===== config.mk =====
export PLATFORM = sky130hd
export DESIGN_NAME = sd_spi_block_read_crc_retry
export DESIGN_NICKNAME = d
export VERILOG_FILES = /design/src/hw/rtl/sdrd_pkg.sv /design/src/hw/rtl/sdrd_seq.sv /design/src/hw/rtl/sdrd_out_reg.sv /design/src/hw/rtl/sd_spi_block_read_crc_retry.sv
export SDC_FILE = /design/constraint.sdc
export NUM_CORES = 1
export LEC_CHECK = 0
export BUFFER_PORTS_ARGS = -buffer_cell sky130_fd_sc_hd__buf_2
export CORE_MARGIN = 10
export CORE_UTILIZATION = 60
export CTS_CLUSTER_SIZE = 30
export DETAILED_ROUTE_END_ITERATION = 10
export PLACE_DENSITY = 0.81
export SLEW_MARGIN = 40
export SYNTH_ARGS = -nofsm -noshare
export SYNTH_HDL_FRONTEND = slang
export SYNTH_SLANG_ARGS = --single-unit

===== constraint.sdc =====
create_clock -name clk_i -period 4.5 [get_ports clk_i]
set_input_delay 0.675 -clock clk_i [delete_from_list [all_inputs] [get_ports clk_i]]
set_output_delay 0.675 -clock clk_i [all_outputs]
set_load 0.05 [all_outputs]

===== src/hw/rtl/sdrd_pkg.sv =====
// ----------------------------------------------------------------------------
// sdrd_pkg
// Shared types, constants and the crc16 byte update for the sd spi block read
// sequencer.
// ----------------------------------------------------------------------------
package sdrd_pkg;

  localparam int unsigned RespLimitW  = 8;
  localparam int unsigned TokenLimitW = 24;
  localparam int unsigned AttemptW    = 4;
  localparam int unsigned CfgDataW    = 24;
  localparam int unsigned CfgIndexW   = 2;

  localparam logic [RespLimitW-1:0]  RespLimitRst  = 8'd255;
  localparam logic [TokenLimitW-1:0] TokenLimitRst = 24'd16711425;
  localparam logic [AttemptW-1:0]    AttemptsRst   = 4'd4;

  localparam logic [7:0]  CmdBase    = 8'h40;
  localparam logic [7:0]  CmdCrc     = 8'h95;
  localparam logic [15:0] CrcPoly    = 16'h1021;
  localparam logic [7:0]  TokenStart = 8'hFE;
  localparam logic [7:0]  IdleByte   = 8'hFF;
  localparam logic [7:0]  CmdSetLen  = 8'd16;
  localparam logic [2:0]  FrameLast  = 3'd5;

  typedef enum logic [CfgIndexW-1:0] {
    CFG_RESP_LIMIT  = 2'd0,
    CFG_TOKEN_LIMIT = 2'd1,
    CFG_MAX_ATTEMPT = 2'd2,
    CFG_UNUSED      = 2'd3
  } cfg_idx_e;

  typedef enum logic [3:0] {
    PH_IDLE       = 4'd0,
    PH_READY      = 4'd1,
    PH_FRAME      = 4'd2,
    PH_RESP       = 4'd3,
    PH_TOKEN      = 4'd4,
    PH_DATA       = 4'd5,
    PH_CRC_HI     = 4'd6,
    PH_CRC_LO     = 4'd7,
    PH_RETRY_TRL  = 4'd8,
    PH_OK_TRL     = 4'd9,
    PH_FAIL_TRL   = 4'd10
  } phase_e;

  typedef struct packed {
    logic                tx_valid;
    logic [7:0]          tx_byte;
    logic                chip_select;
    logic                data_valid;
    logic [7:0]          data_byte;
    logic [AttemptW-1:0] attempt_number;
    logic                done_res;
    logic                success;
  } res_t;

  function automatic logic [15:0] crc16_byte(logic [15:0] crc_in, logic [7:0] b);
    logic [15:0] crc;
    logic        top;
    crc = crc_in;
    for (int i = 0; i < 8; i++) begin
      top = crc[15] ^ b[7-i];
      crc = {crc[14:0], 1'b0};
      if (top) begin
        crc = crc ^ CrcPoly;
      end
    end
    return crc;
  endfunction

endpackage


===== src/hw/rtl/sdrd_seq.sv =====
// ----------------------------------------------------------------------------
// sdrd_seq
// Command, poll, data and crc sequencer. Updates its state on every accepted
// word and forms the matching result word.
// ----------------------------------------------------------------------------
module sdrd_seq (
  input  logic                          clk_i,
  input  logic                          rst_ni,
  input  logic                          cfg_we_i,
  input  logic [sdrd_pkg::CfgIndexW-1:0] cfg_index_i,
  input  logic [sdrd_pkg::CfgDataW-1:0] cfg_data_i,
  input  logic                          accept_i,
  input  logic                          command_i,
  input  logic [31:0]                   block_address_i,
  input  logic [7:0]                    block_length_i,
  input  logic                          verify_crc_i,
  input  logic [7:0]                    rx_byte_i,
  output sdrd_pkg::res_t                res_o
);
  import sdrd_pkg::*;

  logic [RespLimitW-1:0]  resp_limit_q;
  logic [TokenLimitW-1:0] token_limit_q;
  logic [AttemptW-1:0]    max_attempts_q;

  phase_e                 phase_q, phase_d;
  logic [2:0]             frame_cnt_q, frame_cnt_d;
  logic                   is_read_q, is_read_d;
  logic [RespLimitW-1:0]  resp_cnt_q, resp_cnt_d;
  logic [TokenLimitW-1:0] token_cnt_q, token_cnt_d;
  logic [7:0]             data_cnt_q, data_cnt_d;
  logic [15:0]            run_crc_q, run_crc_d;
  logic [15:0]            rx_crc_q, rx_crc_d;
  logic [AttemptW-1:0]    attempt_q, attempt_d;
  logic [31:0]            addr_q, addr_d;
  logic [7:0]             len_q, len_d;
  logic                   verify_q, verify_d;

  logic [31:0]            frame_arg;
  logic [2:0]             frame_nxt;
  logic [7:0]             frame_tx;
  logic [RespLimitW-1:0]  resp_inc;
  logic [TokenLimitW-1:0] token_inc;
  logic [7:0]             data_inc;
  logic [15:0]            rx_crc_full;
  logic [AttemptW:0]      attempt_inc;
  logic                   have_resp;

  always_ff @(posedge clk_i or negedge rst_ni) begin
    if (!rst_ni) begin
      resp_limit_q   <= RespLimitRst;
      token_limit_q  <= TokenLimitRst;
      max_attempts_q <= AttemptsRst;
    end else if (cfg_we_i) begin
      unique case (cfg_idx_e'(cfg_index_i))
        CFG_RESP_LIMIT:  resp_limit_q   <= cfg_data_i[RespLimitW-1:0];
        CFG_TOKEN_LIMIT: token_limit_q  <= cfg_data_i[TokenLimitW-1:0];
        CFG_MAX_ATTEMPT: max_attempts_q <= cfg_data_i[AttemptW-1:0];
        default: ;
      endcase
    end
  end

  // command frame byte following the current one
  assign frame_arg   = is_read_q ? addr_q : {24'd0, len_q};
  assign frame_nxt   = frame_cnt_q + 3'd1;
  always_comb begin
    case (frame_nxt)
      3'd1:    frame_tx = frame_arg[31:24];
      3'd2:    frame_tx = frame_arg[23:16];
      3'd3:    frame_tx = frame_arg[15:8];
      3'd4:    frame_tx = frame_arg[7:0];
      3'd5:    frame_tx = CmdCrc;
      default: frame_tx = IdleByte;
    endcase
  end

  assign resp_inc    = resp_cnt_q + RespLimitW'(1);
  assign token_inc   = token_cnt_q + TokenLimitW'(1);
  assign data_inc    = data_cnt_q + 8'd1;
  assign rx_crc_full = {rx_crc_q[15:8], rx_byte_i};
  assign attempt_inc = {1'b0, attempt_q} + (AttemptW+1)'(1);
  assign have_resp   = (rx_byte_i != IdleByte) || (resp_inc == resp_limit_q);

  always_comb begin
    phase_d     = phase_q;
    frame_cnt_d = frame_cnt_q;
    is_read_d   = is_read_q;
    resp_cnt_d  = resp_cnt_q;
    token_cnt_d = token_cnt_q;
    data_cnt_d  = data_cnt_q;
    run_crc_d   = run_crc_q;
    rx_crc_d    = rx_crc_q;
    attempt_d   = attempt_q;
    addr_d      = addr_q;
    len_d       = len_q;
    verify_d    = verify_q;
    res_o       = '0;

    if (!command_i) begin
      addr_d      = block_address_i;
      len_d       = block_length_i;
      verify_d    = verify_crc_i;
      attempt_d   = '0;
      is_read_d   = 1'b0;
      frame_cnt_d = '0;
      if (block_length_i == 8'd0) begin
        phase_d        = PH_IDLE;
        res_o.done_res = 1'b1;
        res_o.success  = 1'b1;
      end else begin
        phase_d           = PH_READY;
        res_o.tx_valid    = 1'b1;
        res_o.tx_byte     = IdleByte;
        res_o.chip_select = 1'b1;
      end
    end else begin
      res_o.tx_valid    = 1'b1;
      res_o.tx_byte     = IdleByte;
      res_o.chip_select = 1'b1;
      unique case (phase_q)
        PH_READY: begin
          if (rx_byte_i == IdleByte) begin
            frame_cnt_d   = '0;
            phase_d       = PH_FRAME;
            res_o.tx_byte = CmdBase | (CmdSetLen + {7'd0, is_read_q});
          end
        end
        PH_FRAME: begin
          if (frame_cnt_q >= FrameLast) begin
            resp_cnt_d = '0;
            phase_d    = PH_RESP;
          end else begin
            frame_cnt_d   = frame_nxt;
            res_o.tx_byte = frame_tx;
          end
        end
        PH_RESP: begin
          if (rx_byte_i == IdleByte) begin
            resp_cnt_d = resp_inc;
          end
          if (have_resp) begin
            if (rx_byte_i != 8'd0) begin
              phase_d           = PH_FAIL_TRL;
              res_o.chip_select = 1'b0;
            end else if (!is_read_q) begin
              is_read_d = 1'b1;
              phase_d   = PH_READY;
            end else begin
              token_cnt_d = '0;
              phase_d     = PH_TOKEN;
            end
          end
        end
        PH_TOKEN: begin
          if (rx_byte_i == TokenStart) begin
            data_cnt_d = '0;
            run_crc_d  = '0;
            phase_d    = PH_DATA;
          end else if (rx_byte_i != IdleByte) begin
            phase_d           = PH_FAIL_TRL;
            res_o.chip_select = 1'b0;
          end else begin
            token_cnt_d = token_inc;
            if (token_inc == token_limit_q) begin
              phase_d           = PH_FAIL_TRL;
              res_o.chip_select = 1'b0;
            end
          end
        end
        PH_DATA: begin
          res_o.data_valid     = 1'b1;
          res_o.data_byte      = rx_byte_i;
          res_o.attempt_number = attempt_q;
          run_crc_d            = crc16_byte(run_crc_q, rx_byte_i);
          data_cnt_d           = data_inc;
          if (data_inc == len_q) begin
            phase_d = PH_CRC_HI;
          end
        end
        PH_CRC_HI: begin
          rx_crc_d = {rx_byte_i, rx_crc_q[7:0]};
          phase_d  = PH_CRC_LO;
        end
        PH_CRC_LO: begin
          rx_crc_d          = rx_crc_full;
          res_o.chip_select = 1'b0;
          if (verify_q && (rx_crc_full != run_crc_q)) begin
            phase_d = (attempt_inc >= {1'b0, max_attempts_q}) ? PH_FAIL_TRL : PH_RETRY_TRL;
          end else begin
            phase_d = PH_OK_TRL;
          end
        end
        PH_RETRY_TRL: begin
          attempt_d   = attempt_inc[AttemptW-1:0];
          is_read_d   = 1'b0;
          frame_cnt_d = '0;
          phase_d     = PH_READY;
        end
        PH_OK_TRL: begin
          phase_d = PH_IDLE;
          res_o   = '0;
          res_o.done_res = 1'b1;
          res_o.success  = 1'b1;
        end
        PH_FAIL_TRL: begin
          phase_d = PH_IDLE;
          res_o   = '0;
          res_o.done_res = 1'b1;
        end
        default: begin
          phase_d = PH_IDLE;
          res_o   = '0;
        end
      endcase
    end
  end

  always_ff @(posedge clk_i or negedge rst_ni) begin
    if (!rst_ni) begin
      phase_q     <= PH_IDLE;
      frame_cnt_q <= '0;
      is_read_q   <= 1'b0;
      resp_cnt_q  <= '0;
      token_cnt_q <= '0;
      data_cnt_q  <= '0;
      run_crc_q   <= '0;
      rx_crc_q    <= '0;
      attempt_q   <= '0;
      addr_q      <= '0;
      len_q       <= '0;
      verify_q    <= 1'b0;
    end else if (accept_i) begin
      phase_q     <= phase_d;
      frame_cnt_q <= frame_cnt_d;
      is_read_q   <= is_read_d;
      resp_cnt_q  <= resp_cnt_d;
      token_cnt_q <= token_cnt_d;
      data_cnt_q  <= data_cnt_d;
      run_crc_q   <= run_crc_d;
      rx_crc_q    <= rx_crc_d;
      attempt_q   <= attempt_d;
      addr_q      <= addr_d;
      len_q       <= len_d;
      verify_q    <= verify_d;
    end
  end

endmodule


===== src/hw/rtl/sdrd_out_reg.sv =====
// ----------------------------------------------------------------------------
// sdrd_out_reg
// Result register between the sequencer and the output channel. Takes a new
// word whenever it is empty or its word is taken in the same cycle.
// ----------------------------------------------------------------------------
module sdrd_out_reg (
  input  logic           clk_i,
  input  logic           rst_ni,
  input  logic           load_i,
  input  sdrd_pkg::res_t res_i,
  output logic           space_o,
  output logic           valid_o,
  input  logic           ready_i,
  output sdrd_pkg::res_t res_o
);
  import sdrd_pkg::*;

  logic valid_q;
  res_t res_q;

  assign space_o = !valid_q || ready_i;
  assign valid_o = valid_q;
  assign res_o   = res_q;

  always_ff @(posedge clk_i or negedge rst_ni) begin
    if (!rst_ni) begin
      valid_q <= 1'b0;
    end else if (load_i) begin
      valid_q <= 1'b1;
    end else if (ready_i) begin
      valid_q <= 1'b0;
    end
  end

  always_ff @(posedge clk_i) begin
    if (load_i) begin
      res_q <= res_i;
    end
  end

endmodule


===== src/hw/rtl/sd_spi_block_read_crc_retry.sv =====
// ----------------------------------------------------------------------------
// sd_spi_block_read_crc_retry
// SD card spi mode single block read sequencer with crc16 check and retry.
//
// Input channel: a start word (command 0) latches address, length and verify
// flag; every later word (command 1) carries the byte the card returned for
// the byte last sent. Each input word yields exactly one result word: the
// next byte to send with its chip select, a received data byte with its
// attempt number, or the end of the transaction with its status.
// The result word is registered and appears in the cycle after the input
// word is taken. One word per cycle while the receiver is ready; state and
// result word are formed in one pass; the result register is the only stage.
// When the receiver stalls, the result register holds its word and the input
// ready follows the output ready, so nothing is lost or repeated.
// Reset clears the sequencer to idle and loads the poll limits (255 and
// 16711425) and the attempt limit (4). The configuration port writes a
// limit and is meant to be used while the block is idle.
// ----------------------------------------------------------------------------
module sd_spi_block_read_crc_retry (
  input  logic                           clk_i,
  input  logic                           rst_ni,
  input  logic                           cfg_we_i,
  input  logic [sdrd_pkg::CfgIndexW-1:0] cfg_index_i,
  input  logic [sdrd_pkg::CfgDataW-1:0]  cfg_data_i,
  input  logic                           in_valid_i,
  output logic                           in_ready_o,
  input  logic                           command_i,
  input  logic [31:0]                    block_address_i,
  input  logic [7:0]                     block_length_i,
  input  logic                           verify_crc_i,
  input  logic [7:0]                     rx_byte_i,
  output logic                           out_valid_o,
  input  logic                           out_ready_i,
  output logic                           tx_valid_o,
  output logic [7:0]                     tx_byte_o,
  output logic                           chip_select_o,
  output logic                           data_valid_o,
  output logic [7:0]                     data_byte_o,
  output logic [sdrd_pkg::AttemptW-1:0]  attempt_number_o,
  output logic                           done_res_o,
  output logic                           success_o
);
  import sdrd_pkg::*;

  logic accept;
  logic space;
  res_t res_d;
  res_t res_q;

  assign in_ready_o = space;
  assign accept     = in_valid_i && space;

  sdrd_seq u_seq (
    .clk_i           (clk_i),
    .rst_ni          (rst_ni),
    .cfg_we_i        (cfg_we_i),
    .cfg_index_i     (cfg_index_i),
    .cfg_data_i      (cfg_data_i),
    .accept_i        (accept),
    .command_i       (command_i),
    .block_address_i (block_address_i),
    .block_length_i  (block_length_i),
    .verify_crc_i    (verify_crc_i),
    .rx_byte_i       (rx_byte_i),
    .res_o           (res_d)
  );

  sdrd_out_reg u_out_reg (
    .clk_i   (clk_i),
    .rst_ni  (rst_ni),
    .load_i  (accept),
    .res_i   (res_d),
    .space_o (space),
    .valid_o (out_valid_o),
    .ready_i (out_ready_i),
    .res_o   (res_q)
  );

  assign tx_valid_o       = res_q.tx_valid;
  assign tx_byte_o        = res_q.tx_byte;
  assign chip_select_o    = res_q.chip_select;
  assign data_valid_o     = res_q.data_valid;
  assign data_byte_o      = res_q.data_byte;
  assign attempt_number_o = res_q.attempt_number;
  assign done_res_o       = res_q.done_res;
  assign success_o        = res_q.success;

endmodule


==> impl_metrics.yaml <==
drt:
  drt-pass1-iter-count: 5
  route.detailed.drc: 0
  antenna_left: 0
  drt_iter0_drc: 718
  routed_wire_length_per_instance_um: 18.77
  num_vias: 8185
  routed_wl_um: 25230
  drt-vias-per-instance: 6.090
yosys:
  dominantRegCellSynth: "sky130_fd_sc_hd__dfrtp_1"
  netlist-cell-type-count: 72
  synth_edf_count: 25
  synth.area.top_cells: "sky130_fd_sc_hd__dfrtp_1 (32%), sky130_fd_sc_hd__mux2_2 (7.6%), sky130_fd_sc_hd__edfxtp_1 (7.5%), sky130_fd_sc_hd__nand2_1 (6.6%), sky130_fd_sc_hd__dfstp_2 (6.5%)"
  synthesis.nets: 1131
  synth_largest_area_cell: "sky130_fd_sc_hd__dfrtp_1"
  seq_area_frac_synth_pct: 46.01
  async_reset_ff_share_pct: 86.03
  post_synth_inst_count: 1037
  ys_seq_elements: 179
  mappedNetlistArea_sq_um: 10070
  synthesis.yosys.warnings: 0
  synth_top_area_share_pct: 32.04
  synth_area_per_cell_sq_um: 9.715
timing:
  post-route-period-util_pct: 72.26
  final-max-slew-violation-count: 0
  worst_pin_slew_ns: 0.8106
  slew_headroom_pct: 45.83
  grt_setup_unrepaired: "false"
  setup_ws_ns: 1.248
  fin_crit_ns: 3.252
  report.final.setup_viol: 0
  setup_tns_ns: 0
  worst_clock_skew_ns: 0.01091
  final_hold_viol_count: 0
  max_clock_freq_mhz: 307.5
layout:
  sequential_cell_area_sq_um: 4636
  final.fill_count: 1280
  layout.cells.non_filler: 1344
  multi_input_area_sq_um: 5209
  n_antenna_cell: 0
  layout-drive-gt1-share_pct: 23.84
  postLayoutCellArea_sq_um: 11440
  design.final.nets: 1205
  syn_to_final_growth_pct: 13.59
flow_run:
  max-cap-violations: 0
clock_tree:
  tritoncts: "yes"
  cts.reportedPaths.clkPinSlew_ns: 0.07
  clockRootBuffer: "sky130_fd_sc_hd__clkbuf_16"
  clock_insertion_delay_worst_skew_ns: 0.44
  hold_bufs_at_cts: 0
  ctsLongestPathBuffers: 2
  cts_sinks: 179
  number_of_gates_given_a_new_drive_strength_after_cts: 0
  post-cts-setup-buffers: 0
  clock_tree.htree_level_count: 4
  cts_buffers: 17
floorplanning:
  io_pins: 108
  initial_core_util_pct: 60.97
  fp.dieH_um: 149.6
  core_region_area_sq_um: 16520
  die_area_sq_um: 22370
  number_of_rows_in_the_core_area: 47
  fp.dieW_um: 149.6
setup_path:
  slowest_stage_cell_crit_path: "sky130_fd_sc_hd__or4_1"
  maximum_single_stage_delay_on_the_critical_path_ns: 0.57
  critical_path_required_ns: 4.68
  critical_path.reg2reg.endpoint: "u_out_reg.res_o[15]"
  critical_path.reg2reg.startpoint: "u_seq.token_cnt_q[0]"
  critical_path.top_delay_family: "simple AND/OR/NAND/NOR gates"
  cp_num_buf_inv: 0
  register_to_register_setup_slack_ns: 1.25
  cp_data_arrival_time_ns: 3.43
  crit_type: "reg -> reg"
  rr_worst_depth: 8
  cp_cell_sequence: "ha_1, nand4_1, or4_1, nor4_1, nor2_1, nor4_2, a31oi_1, o41a_1"
  cp_max_fo: 9
  worst_setup_path_end_kind: "register"
  setup.worst_path.start_class: "register"
power_and_ir_drop:
  power.leakage_nw: 5.052
  report.power.total_w: 0.004318
  p_per_area_nw_per_um2: 377.4
  power.ir.vdd_worst_v: 0.0003577
placed_design:
  worst_setup_slack_after_placement_ns: 1.312
  hpwl_um: 18070
  place_inst: 1312
  dpl-instance-area_sq_um: 10790
  io_buffers: 107
  gp_routability_congestion: 0.9504
global_routing:
  overflow: 0
  grt_pass1_vias: 7992
  antenna_found_initial: 1
  global_route_usage_over_all_layers_pct: 22.74
  grt_max_degree: 88
  first_pass_grt_wire_length_um: 41400
worst_hold_path:
  worst_hold_path_type: "in -> async"
status:
  outcome: "finished clean"
[worst register-to-register path: cells and delay by family, from the launching register on]
kind / cells / cell delay (ns)
compound gates: 2 / 0.54
simple gates: 5 / 1.58
fa+ha+maj: 1 / 0.36
flops: 1 / 0.49
[how the worst max path moves through the flow]
stage	cells after the start	start	endpoint	slack (ns)
floorplan	9	out_ready_i	u_seq.token_cnt_q[10]	0.93
global placement	9	out_ready_i	u_seq.phase_q[2]	1.46
detailed placement	8	u_seq.token_cnt_q[0]	u_out_reg.res_o[15]	1.31
CTS	8	u_seq.token_cnt_q[0]	u_out_reg.res_o[15]	1.29
global route	8	u_seq.token_cnt_q[0]	u_out_reg.res_o[15]	0.97
finish	8	u_seq.token_cnt_q[0]	u_out_reg.res_o[15]	1.25
[routing by layer]
metal	wire length (um)	GRT usage [%]	vias to the layer above
met4	447	6.673	2
li1	-	-	3847
met5	12	0	-
met3	1748	5.133	55
met2	11970	35.98	325
met1	11050	30.59	3956
[cells by family (layout without fill, tap and decap cells)]
kind of cell / Yosys count / after routing / share of synthesized area [%]
buffers and inverters: 74 / 161 / 2.943
adder cells (fa/ha/maj): 13 / 13 / 1.615
AND/OR/NAND/NOR: 403 / 403 / 19.40
AO/OA/AOI/OAI: 204 / 204 / 13.98
XOR/XNOR: 92 / 92 / 7.998
multiplexers: 72 / 72 / 8.048
flip-flops: 179 / 179 / 46.01
[state kept, by name, summed over array words and instances (netlist names), 16 cells and up]
register,cells
u_seq.addr_q,32
u_out_reg.res_o,25
u_seq.token_cnt_q,24
u_seq.token_limit_q,24
u_seq.run_crc_q,16
[where the power goes]
group	total (W)	internal [W]	switching, W
logic	0.000727	0.000327	0.000400
clock network	0.00160	0.000938	0.000662
registers	0.00199	0.00184	0.000154
[synth_stat cells, drive strengths merged, types with 12 or more instances]
master / number
inv: 12
nand4: 13
and2: 24
nand3: 37
nand2: 178
xor2: 45
clkbuf: 48
ha: 13
nor2: 55
xnor2: 47
nor4: 18
a22oi: 13
and3: 14
buf: 14
dfrtp: 129
nand2b: 14
dfstp: 25
o21ai: 70
o31ai: 17
nor3: 15
edfxtp: 25
a21oi: 28
mux2: 69
[area by class of cell]
type / instances / share of cell area [%]
inverter: 12 / 0.3936
timing repair buffer: 117 / 5.620
sequential: 179 / 40.51
multi-input combinational: 784 / 45.52
clock inverter: 14 / 1.804
clock buffer: 18 / 3.750
tap: 220 / 2.405
[stage by stage]
stage,utilization [%],hold slack (ns)
2_1_floorplan,-,0.3794
3_3_place_gp,64.81,0.4590
3_5_place_dp,65.28,0.4652
4_1_cts,69.13,0.3099
5_1_grt,69.25,0.3219
6_report,69.25,0.2470
[placed cells by master, fill, tap and decap left out, drive strengths merged, types with 7 or more instances in the layout]
cell,n
nand3,37
o31ai,17
xnor2,47
and2,24
a31oi,10
dfrtp,129
xor2,45
inv,14
a22oi,13
mux2,69
nor2b,7
nor4,18
and3,14
dfstp,25
nor2,55
ha,13
edfxtp,25
nand2,178
a21oi,28
o21ai,70
a22o,9
nand2b,14
and4,7
clkbuf,19
nor3,15
buf,116
nand4,13
No activity file was read; power rests on OpenSTA's default activity.
